==> config.mk <==
export PLATFORM = sky130hd
export DESIGN_NAME = sha1_message_digest_unit
export DESIGN_NICKNAME = d
export VERILOG_FILES = /design/src/hdl/sha1_pkg.sv /design/src/hdl/sha1_sched.sv /design/src/hdl/sha1_round.sv /design/src/hdl/sha1_message_digest_unit.sv
export SDC_FILE = /design/constraint.sdc
export NUM_CORES = 2
export LEC_CHECK = 0
export BUFFER_PORTS_ARGS = -buffer_cell sky130_fd_sc_hd__buf_2
export CAP_MARGIN = 10
export CORE_MARGIN = 4
export CORE_UTILIZATION = 40
export CTS_CLUSTER_SIZE = 14
export DETAILED_ROUTE_END_ITERATION = 6
export PLACE_DENSITY = 0.53
export SYNTH_ARGS = -nofsm -noshare
export SYNTH_HDL_FRONTEND = slang
export SYNTH_SLANG_ARGS = --single-unit
export TNS_END_PERCENT = 5
==> constraint.sdc <==
create_clock -name clk -period 12.8 [get_ports clk]
set_input_delay 3.2 -clock clk [delete_from_list [all_inputs] [get_ports clk]]
set_output_delay 3.2 -clock clk [all_outputs]
set_load 0.01 [all_outputs]
==> src/hdl/sha1_pkg.sv <==
// Shared types, constants and control bundles of the SHA-1 digest unit.
`default_nettype none
package sha1_pkg;

  localparam int NUM_WORDS   = 5;
  localparam int SCHED_WORDS = 16;
  localparam int ROUNDS      = 80;

  localparam logic [6:0] LAST_ROUND    = 7'(ROUNDS - 1);
  localparam logic [5:0] LAST_BYTE_POS = 6'd63;
  localparam logic [2:0] LAST_WORD_IDX = 3'(NUM_WORDS - 1);
  localparam logic [7:0] PAD_MARK      = 8'h80;

  localparam logic [31:0] IV0 = 32'h67452301;
  localparam logic [31:0] IV1 = 32'hEFCDAB89;
  localparam logic [31:0] IV2 = 32'h98BADCFE;
  localparam logic [31:0] IV3 = 32'h10325476;
  localparam logic [31:0] IV4 = 32'hC3D2E1F0;

  localparam logic [31:0] K_CH   = 32'h5A827999;
  localparam logic [31:0] K_PAR1 = 32'h6ED9EBA1;
  localparam logic [31:0] K_MAJ  = 32'h8F1BBCDC;
  localparam logic [31:0] K_PAR2 = 32'hCA62C1D6;

  typedef enum logic [2:0] {
    S_IDLE,
    S_PAD,
    S_COMP,
    S_ADD,
    S_OUT
  } state_t;

  typedef enum logic [1:0] {
    ST_CH,
    ST_PAR1,
    ST_MAJ,
    ST_PAR2
  } stage_t;

  typedef struct packed {
    logic       wr_en;
    logic [5:0] wr_pos;
    logic [7:0] wr_byte;
    logic       shift;
  } sched_ctl_t;

  typedef struct packed {
    logic   load;
    logic   step;
    stage_t stage;
  } round_ctl_t;

endpackage
`default_nettype wire

==> src/hdl/sha1_sched.sv <==
// Block buffer of sixteen words that also runs the SHA-1 message schedule.
`default_nettype none
module sha1_sched (
  input  wire logic                clk,
  input  wire sha1_pkg::sched_ctl_t ctl,
  output logic [31:0]              w_cur
);
  import sha1_pkg::*;

  logic [31:0] w_r [SCHED_WORDS];
  logic [31:0] w_new;
  logic [31:0] w_mix;

  assign w_mix = w_r[13] ^ w_r[8] ^ w_r[2] ^ w_r[0];
  assign w_new = {w_mix[30:0], w_mix[31]};
  assign w_cur = w_r[0];

  // Byte zero of a word is its most significant byte.
  always_ff @(posedge clk) begin
    if (ctl.shift) begin
      for (int i = 0; i < SCHED_WORDS - 1; i++) begin
        w_r[i] <= w_r[i + 1];
      end
      w_r[SCHED_WORDS - 1] <= w_new;
    end else if (ctl.wr_en) begin
      w_r[ctl.wr_pos[5:2]][{~ctl.wr_pos[1:0], 3'b000} +: 8] <= ctl.wr_byte;
    end
  end

endmodule
`default_nettype wire

==> src/hdl/sha1_round.sv <==
// Working variables a to e and the shared SHA-1 round unit.
`default_nettype none
module sha1_round (
  input  wire logic                clk,
  input  wire sha1_pkg::round_ctl_t ctl,
  input  wire logic [31:0]         w_cur,
  input  wire logic [31:0]         h0,
  input  wire logic [31:0]         h1,
  input  wire logic [31:0]         h2,
  input  wire logic [31:0]         h3,
  input  wire logic [31:0]         h4,
  output logic [31:0]              a_out,
  output logic [31:0]              b_out,
  output logic [31:0]              c_out,
  output logic [31:0]              d_out,
  output logic [31:0]              e_out
);
  import sha1_pkg::*;

  logic [31:0] a_r, b_r, c_r, d_r, e_r;
  logic [31:0] f_val;
  logic [31:0] k_val;
  logic [31:0] t_val;

  always_comb begin
    case (ctl.stage)
      ST_CH: begin
        f_val = (b_r & c_r) | (~b_r & d_r);
        k_val = K_CH;
      end
      ST_PAR1: begin
        f_val = b_r ^ c_r ^ d_r;
        k_val = K_PAR1;
      end
      ST_MAJ: begin
        f_val = (b_r & c_r) | (b_r & d_r) | (c_r & d_r);
        k_val = K_MAJ;
      end
      ST_PAR2: begin
        f_val = b_r ^ c_r ^ d_r;
        k_val = K_PAR2;
      end
      default: begin
        f_val = b_r ^ c_r ^ d_r;
        k_val = K_PAR2;
      end
    endcase
  end

  assign t_val = {a_r[26:0], a_r[31:27]} + f_val + e_r + k_val + w_cur;

  always_ff @(posedge clk) begin
    if (ctl.load) begin
      a_r <= h0;
      b_r <= h1;
      c_r <= h2;
      d_r <= h3;
      e_r <= h4;
    end else if (ctl.step) begin
      a_r <= t_val;
      b_r <= a_r;
      c_r <= {b_r[1:0], b_r[31:2]};
      d_r <= c_r;
      e_r <= d_r;
    end
  end

  assign a_out = a_r;
  assign b_out = b_r;
  assign c_out = c_r;
  assign d_out = d_r;
  assign e_out = e_r;

endmodule
`default_nettype wire

==> src/hdl/sha1_message_digest_unit.sv <==
// Streaming SHA-1 hasher: byte intake, padding sequencer, chaining words and digest output.
// A byte that does not fill a block is simply stored; a byte that fills one starts
// 80 rounds on the shared round unit, then the fold into the chain.
// A last item adds one pad byte per cycle up to the block end, then 80 rounds and a fold per
// padding block (one or two of them), then five output transfers, one per digest word.
// Items are taken one at a time; in_stall is high after a block-filling or last item until
// that block is folded in or the fifth digest word is taken. Synchronous reset loads the IV.
`default_nettype none
module sha1_message_digest_unit (
  input  wire logic        clk,
  input  wire logic        rst_n,
  input  wire logic        in_valid,
  output logic             in_stall,
  input  wire logic        in_has_byte,
  input  wire logic [7:0]  in_data_byte,
  input  wire logic        in_last,
  output logic             out_valid,
  input  wire logic        out_stall,
  output logic [31:0]      out_digest_word,
  output logic [2:0]       out_word_index,
  output logic             out_last_word
);
  import sha1_pkg::*;

  // Sequencer state and bookkeeping registers.
  state_t      state_r, state_nxt;
  logic [5:0]  cnt_r, cnt_nxt;            // bytes held in the current block
  logic [60:0] len_r, len_nxt;            // message length in bytes, wraps
  logic [5:0]  pad_pos_r, pad_pos_nxt;    // next byte written by the pad sequencer
  logic        mark_r, mark_nxt;          // the 0x80 byte has been written
  logic        len_ok_r, len_ok_nxt;      // this padding block has room for the length
  logic        last_pend_r, last_pend_nxt; // padding still owed after the compression
  logic        final_r, final_nxt;        // the compression running is the last one
  logic [6:0]  rnd_r, rnd_nxt;
  logic [2:0]  idx_r, idx_nxt;

  // Chaining words h0 to h4.
  logic [31:0] h_r [NUM_WORDS];
  logic [31:0] h_nxt [NUM_WORDS];
  logic [31:0] iv [NUM_WORDS];

  sched_ctl_t  sched_ctl;
  round_ctl_t  round_ctl;
  logic [31:0] w_cur;
  logic [31:0] a_v, b_v, c_v, d_v, e_v;
  logic [63:0] bit_len;
  logic [7:0]  pad_byte;
  logic        in_xfer;

  assign iv[0] = IV0;
  assign iv[1] = IV1;
  assign iv[2] = IV2;
  assign iv[3] = IV3;
  assign iv[4] = IV4;

  // Input is taken only while idle, so every valid item in that state is a transfer.
  assign in_stall = (state_r != S_IDLE);
  assign in_xfer  = in_valid && (state_r == S_IDLE);

  // The length field is the byte count times eight, sent most significant byte first
  // in the last eight positions of the final block.
  assign bit_len = {len_r, 3'b000};

  always_comb begin
    if (!mark_r) begin
      pad_byte = PAD_MARK;
    end else if (len_ok_r && (pad_pos_r[5:3] == 3'b111)) begin
      pad_byte = bit_len[{~pad_pos_r[2:0], 3'b000} +: 8];
    end else begin
      pad_byte = 8'h00;
    end
  end

  // Next-state logic.
  always_comb begin
    state_nxt = state_r;
    case (state_r)
      S_IDLE: begin
        if (in_valid) begin
          if (in_has_byte && (cnt_r == LAST_BYTE_POS)) begin
            state_nxt = S_COMP;
          end else if (in_last) begin
            state_nxt = S_PAD;
          end
        end
      end
      S_PAD: begin
        if (pad_pos_r == LAST_BYTE_POS) begin
          state_nxt = S_COMP;
        end
      end
      S_COMP: begin
        if (rnd_r == LAST_ROUND) begin
          state_nxt = S_ADD;
        end
      end
      S_ADD: begin
        if (final_r) begin
          state_nxt = S_OUT;
        end else if (last_pend_r) begin
          state_nxt = S_PAD;
        end else begin
          state_nxt = S_IDLE;
        end
      end
      S_OUT: begin
        if (!out_stall && (idx_r == LAST_WORD_IDX)) begin
          state_nxt = S_IDLE;
        end
      end
      default: state_nxt = S_IDLE;
    endcase
  end

  // Datapath control and register next values.
  always_comb begin
    cnt_nxt       = cnt_r;
    len_nxt       = len_r;
    pad_pos_nxt   = pad_pos_r;
    mark_nxt      = mark_r;
    len_ok_nxt    = len_ok_r;
    last_pend_nxt = last_pend_r;
    final_nxt     = final_r;
    rnd_nxt       = rnd_r;
    idx_nxt       = idx_r;
    for (int i = 0; i < NUM_WORDS; i++) begin
      h_nxt[i] = h_r[i];
    end
    sched_ctl.wr_en   = 1'b0;
    sched_ctl.wr_pos  = cnt_r;
    sched_ctl.wr_byte = in_data_byte;
    sched_ctl.shift   = 1'b0;
    round_ctl.step    = 1'b0;
    // The working variables pick up the chain whenever a compression starts.
    round_ctl.load    = (state_nxt == S_COMP) && (state_r != S_COMP);
    if (rnd_r < 7'd20) begin
      round_ctl.stage = ST_CH;
    end else if (rnd_r < 7'd40) begin
      round_ctl.stage = ST_PAR1;
    end else if (rnd_r < 7'd60) begin
      round_ctl.stage = ST_MAJ;
    end else begin
      round_ctl.stage = ST_PAR2;
    end

    case (state_r)
      S_IDLE: begin
        if (in_xfer) begin
          if (in_has_byte) begin
            sched_ctl.wr_en = 1'b1;
            cnt_nxt         = cnt_r + 6'd1;
            len_nxt         = len_r + 61'd1;
          end
          // A last byte that fills the block leaves the whole padding for a fresh block.
          last_pend_nxt = in_last && in_has_byte && (cnt_r == LAST_BYTE_POS);
          pad_pos_nxt   = in_has_byte ? cnt_r + 6'd1 : cnt_r;
          mark_nxt      = 1'b0;
        end
      end
      S_PAD: begin
        sched_ctl.wr_en   = 1'b1;
        sched_ctl.wr_pos  = pad_pos_r;
        sched_ctl.wr_byte = pad_byte;
        pad_pos_nxt       = pad_pos_r + 6'd1;
        last_pend_nxt     = 1'b1;
        if (!mark_r) begin
          mark_nxt   = 1'b1;
          len_ok_nxt = (pad_pos_r[5:3] != 3'b111);
        end
        if (pad_pos_r == LAST_BYTE_POS) begin
          final_nxt = mark_r && len_ok_r;
        end
      end
      S_COMP: begin
        sched_ctl.shift = 1'b1;
        round_ctl.step  = 1'b1;
        rnd_nxt         = (rnd_r == LAST_ROUND) ? 7'd0 : rnd_r + 7'd1;
      end
      S_ADD: begin
        h_nxt[0] = h_r[0] + a_v;
        h_nxt[1] = h_r[1] + b_v;
        h_nxt[2] = h_r[2] + c_v;
        h_nxt[3] = h_r[3] + d_v;
        h_nxt[4] = h_r[4] + e_v;
        idx_nxt  = 3'd0;
        if (!final_r && last_pend_r) begin
          pad_pos_nxt = 6'd0;
          len_ok_nxt  = 1'b1;
        end
      end
      S_OUT: begin
        if (!out_stall) begin
          idx_nxt = idx_r + 3'd1;
          if (idx_r == LAST_WORD_IDX) begin
            // Back to the reset state for the next message.
            for (int i = 0; i < NUM_WORDS; i++) begin
              h_nxt[i] = iv[i];
            end
            cnt_nxt       = 6'd0;
            len_nxt       = 61'd0;
            final_nxt     = 1'b0;
            last_pend_nxt = 1'b0;
            mark_nxt      = 1'b0;
            idx_nxt       = 3'd0;
          end
        end
      end
      default: begin
        final_nxt = final_r;
      end
    endcase
  end

  always_ff @(posedge clk) begin
    if (!rst_n) begin
      state_r     <= S_IDLE;
      cnt_r       <= 6'd0;
      len_r       <= 61'd0;
      pad_pos_r   <= 6'd0;
      mark_r      <= 1'b0;
      len_ok_r    <= 1'b0;
      last_pend_r <= 1'b0;
      final_r     <= 1'b0;
      rnd_r       <= 7'd0;
      idx_r       <= 3'd0;
      for (int i = 0; i < NUM_WORDS; i++) begin
        h_r[i] <= iv[i];
      end
    end else begin
      state_r     <= state_nxt;
      cnt_r       <= cnt_nxt;
      len_r       <= len_nxt;
      pad_pos_r   <= pad_pos_nxt;
      mark_r      <= mark_nxt;
      len_ok_r    <= len_ok_nxt;
      last_pend_r <= last_pend_nxt;
      final_r     <= final_nxt;
      rnd_r       <= rnd_nxt;
      idx_r       <= idx_nxt;
      for (int i = 0; i < NUM_WORDS; i++) begin
        h_r[i] <= h_nxt[i];
      end
    end
  end

  sha1_sched u_sched (
    .clk   (clk),
    .ctl   (sched_ctl),
    .w_cur (w_cur)
  );

  sha1_round u_round (
    .clk   (clk),
    .ctl   (round_ctl),
    .w_cur (w_cur),
    .h0    (h_r[0]),
    .h1    (h_r[1]),
    .h2    (h_r[2]),
    .h3    (h_r[3]),
    .h4    (h_r[4]),
    .a_out (a_v),
    .b_out (b_v),
    .c_out (c_v),
    .d_out (d_v),
    .e_out (e_v)
  );

  // Digest words come straight from the chaining registers, h0 first.
  assign out_valid       = (state_r == S_OUT);
  assign out_digest_word = h_r[idx_r];
  assign out_word_index  = idx_r;
  assign out_last_word   = (idx_r == LAST_WORD_IDX);

endmodule
`default_nettype wire

==> impl_metrics.json <==
{
  "drtAntennaViolNets": 0,
  "cts_buffers": 107,
  "crit_path_top_delay_cell": "ha_1",
  "core_um2": 132300,
  "critPathKind": "reg -> reg",
  "postCtsSetupRepairBufs": 0,
  "hold_ws_ns": 0.4830,
  "critPathArrivalTime_ns": 8.13,
  "synth_edf_count": 672,
  "num_vias": 36700,
  "ys_warn_count": 0,
  "relSlewSlack_pct": 12.13,
  "cp_max_fo": 36,
  "drc": 0,
  "dr.first_iter.drc_count": 2952,
  "ys_seq_elements": 925,
  "finClkSkew_ns": 0.04266,
  "dp.final_hpwl_um": 113200,
  "cap_violations": 0,
  "final_max_slew_viol_count": 0,
  "power_mw": 6.623,
  "synthTopCellsByArea": "edfxtp_1 38%, mux2_2 11%, dfxtp_1 9.5%, ha_1 5.0%, fa_1 4.7%",
  "ir_worst_vdd_mv": 0.1040,
  "final_layout_size_suffix_gt1_share_pct": 18.99,
  "dpl_cell_area_um2": 55640,
  "placed_cells": 6400,
  "gr-total-overflow": 0,
  "cp_common_cell": "inv_1",
  "endpoint_kind": "register",
  "gp_congestion": 0.9088,
  "cts_resized": 0,
  "synth_top_area_share_pct": 37.68,
  "cts_tree": "done",
  "final.setup.worst_slack_ns": 5.110,
  "start_util_pct": 40.48,
  "fmax_mhz": 130.0,
  "power_leakage_nw": 21.79,
  "clk_latency_ns": 0.73,
  "pin_count": 52,
  "design_area_um2": 59310,
  "slowest_delay_ns": 0.61,
  "layout.cells.most_common": "edfxtp_1",
  "cts_htree_levels": 3,
  "wire_per_inst_um": 23.91,
  "diodes": 0,
  "required_ns": 13.24,
  "synth_top_area_cell": "edfxtp_1",
  "grt_usage_pct": 22.04,
  "firstDrtPassIters": 7,
  "rows": 133,
  "die-width_um": 373.9,
  "ys_seq_area_share_pct": 47.14,
  "die_y_um": 373.9,
  "synth.distinct_cells": 89,
  "clockBufferDepth": 3,
  "postCtsHoldBufs": 0,
  "setup_violations": 0,
  "hold_violations": 0,
  "clkTransAtPathRegs_ns": 0.06,
  "grt_pass1_vias": 35780,
  "io_buffer_count": 51,
  "nets": 5112,
  "setup_tns_ns": 0,
  "grt_max_degree": 158,
  "start_kind": "register",
  "grt_pass1_wl_um": 234300,
  "hp-class": "reg -> reg",
  "ys.flop_type": "edfxtp_1",
  "status": "completed",
  "dieArea_um2": 139800,
  "pre_cts_slack_ns": 5.107,
  "final_cell_mix": "672 x edfxtp_1, 517 x mux2_2, 434 x nand2_1",
  "synthCells": 4752,
  "period_share_pct": 60.08,
  "cts_root_buffer": "clkbuf_16",
  "viasPerCell": 5.553,
  "synth_area_um2": 53550,
  "cts_sinks": 925,
  "synthArstFlopShare_pct": 0,
  "grt_setup_unrepaired": "false",
  "final_cell_count_no_fill": 6609,
  "period_needed_ns": 7.690,
  "area_growth_pct": 10.75,
  "syn_nets": 5103,
  "worst_pin_slew_ns": 1.309,
  "antenna_found_initial": 3,
  "syn_area_per_cell_um2": 11.27,
  "power.density_nw_per_um2": 111.7,
  "final_util_pct": 44.83,
  "routed_wl_um": 158000
}
layer usage:
layer	track usage, %	wire, µm	vias up
li1	-	-	17280
met3	4.605	10300	231
met5	0	12	-
met1	31.34	72680	18190
met2	33.57	69380	1004
met4	7.243	5633	2
synth_stat cells (28+ instances only):
cell / count
o21ai_1: 49
a21o_1: 77
dfxtp_1: 253
mux2_1: 43
a21oi_1: 269
nand3_1: 50
inv_1: 254
xor2_1: 143
ha_1: 212
o21ai_0: 320
nor2b_1: 32
nor2_2: 36
nor3_1: 45
buf_2: 28
nor2_1: 288
clkbuf_1: 166
nand2_1: 436
mux4_2: 45
mux2_2: 517
edfxtp_1: 672
a31oi_1: 32
or3_1: 28
xnor2_1: 173
and3_1: 35
fa_1: 125
power breakdown:
part           switching [mW]  internal (mW)
sequential            0.00892           3.19
clock                    1.34           1.84
combinational           0.170         0.0799
total                    1.52           5.10
final timing paths:
| kind | cells after the start | slack, ns | startpoint | to |
|---|---|---|---|---|
| max | 25 | 5.11 | rnd_r[2]$_SDFFE_PN0P_ | u_round.a_out[30]$_DFFE_PP_ |
| min | 2 | 0.48 | rnd_r[1]$_SDFFE_PN0P_ | rnd_r[1]$_SDFFE_PN0P_ |
| max reg2reg | 25 | 5.11 | rnd_r[2]$_SDFFE_PN0P_ | u_round.a_out[30]$_DFFE_PP_ |
| min reg2reg | 2 | 0.48 | rnd_r[1]$_SDFFE_PN0P_ | rnd_r[1]$_SDFFE_PN0P_ |
critical path: cells and delay by family (launching register included):
family	cells	cell delay (ns)
AOI/OAI and AO/OA	10	2.57
adders and majority gates	5	2.50
buffers and inverters	7	1.46
DFF	1	0.36
and+or+nand+nor	3	0.47
layout make-up:
class | count | area (µm²)
inverter | 255 | 957.2
clock buffer | 130 | 2855
sequential | 925 | 25250
fill | 12360 | 72990
clock inverter | 72 | 772.0
tap | 1755 | 2196
multi-input combinational | 3365 | 26590
timing repair buffer | 107 | 685.7
logic make-up (layout without fill, tap and decap cells):
kind of cell,Yosys count,count (layout),share of synthesized area [%]
mux,631,631,14.15
flops,925,925,47.14
buf+inv,462,564,3.339
xor+xnor,316,316,5.168
compound gates,990,990,11.24
simple gates,1091,1091,9.332
fa+ha+maj,337,337,9.626
flip-flops by register name, summed over array words and instances, names as in the netlist, 3 cells and up, named ones only:
register,cells
u_round.d_out,32
rnd_r,7
u_round.b_out,32
state_r,3
h_r,160
pad_pos_r,6
u_round.e_out,32
u_round.a_out,32
out_word_index,3
len_r,61
u_round.c_out,32
cnt_r,6
u_sched.w_r,512
No activity file was read; power rests on OpenSTA's default activity.
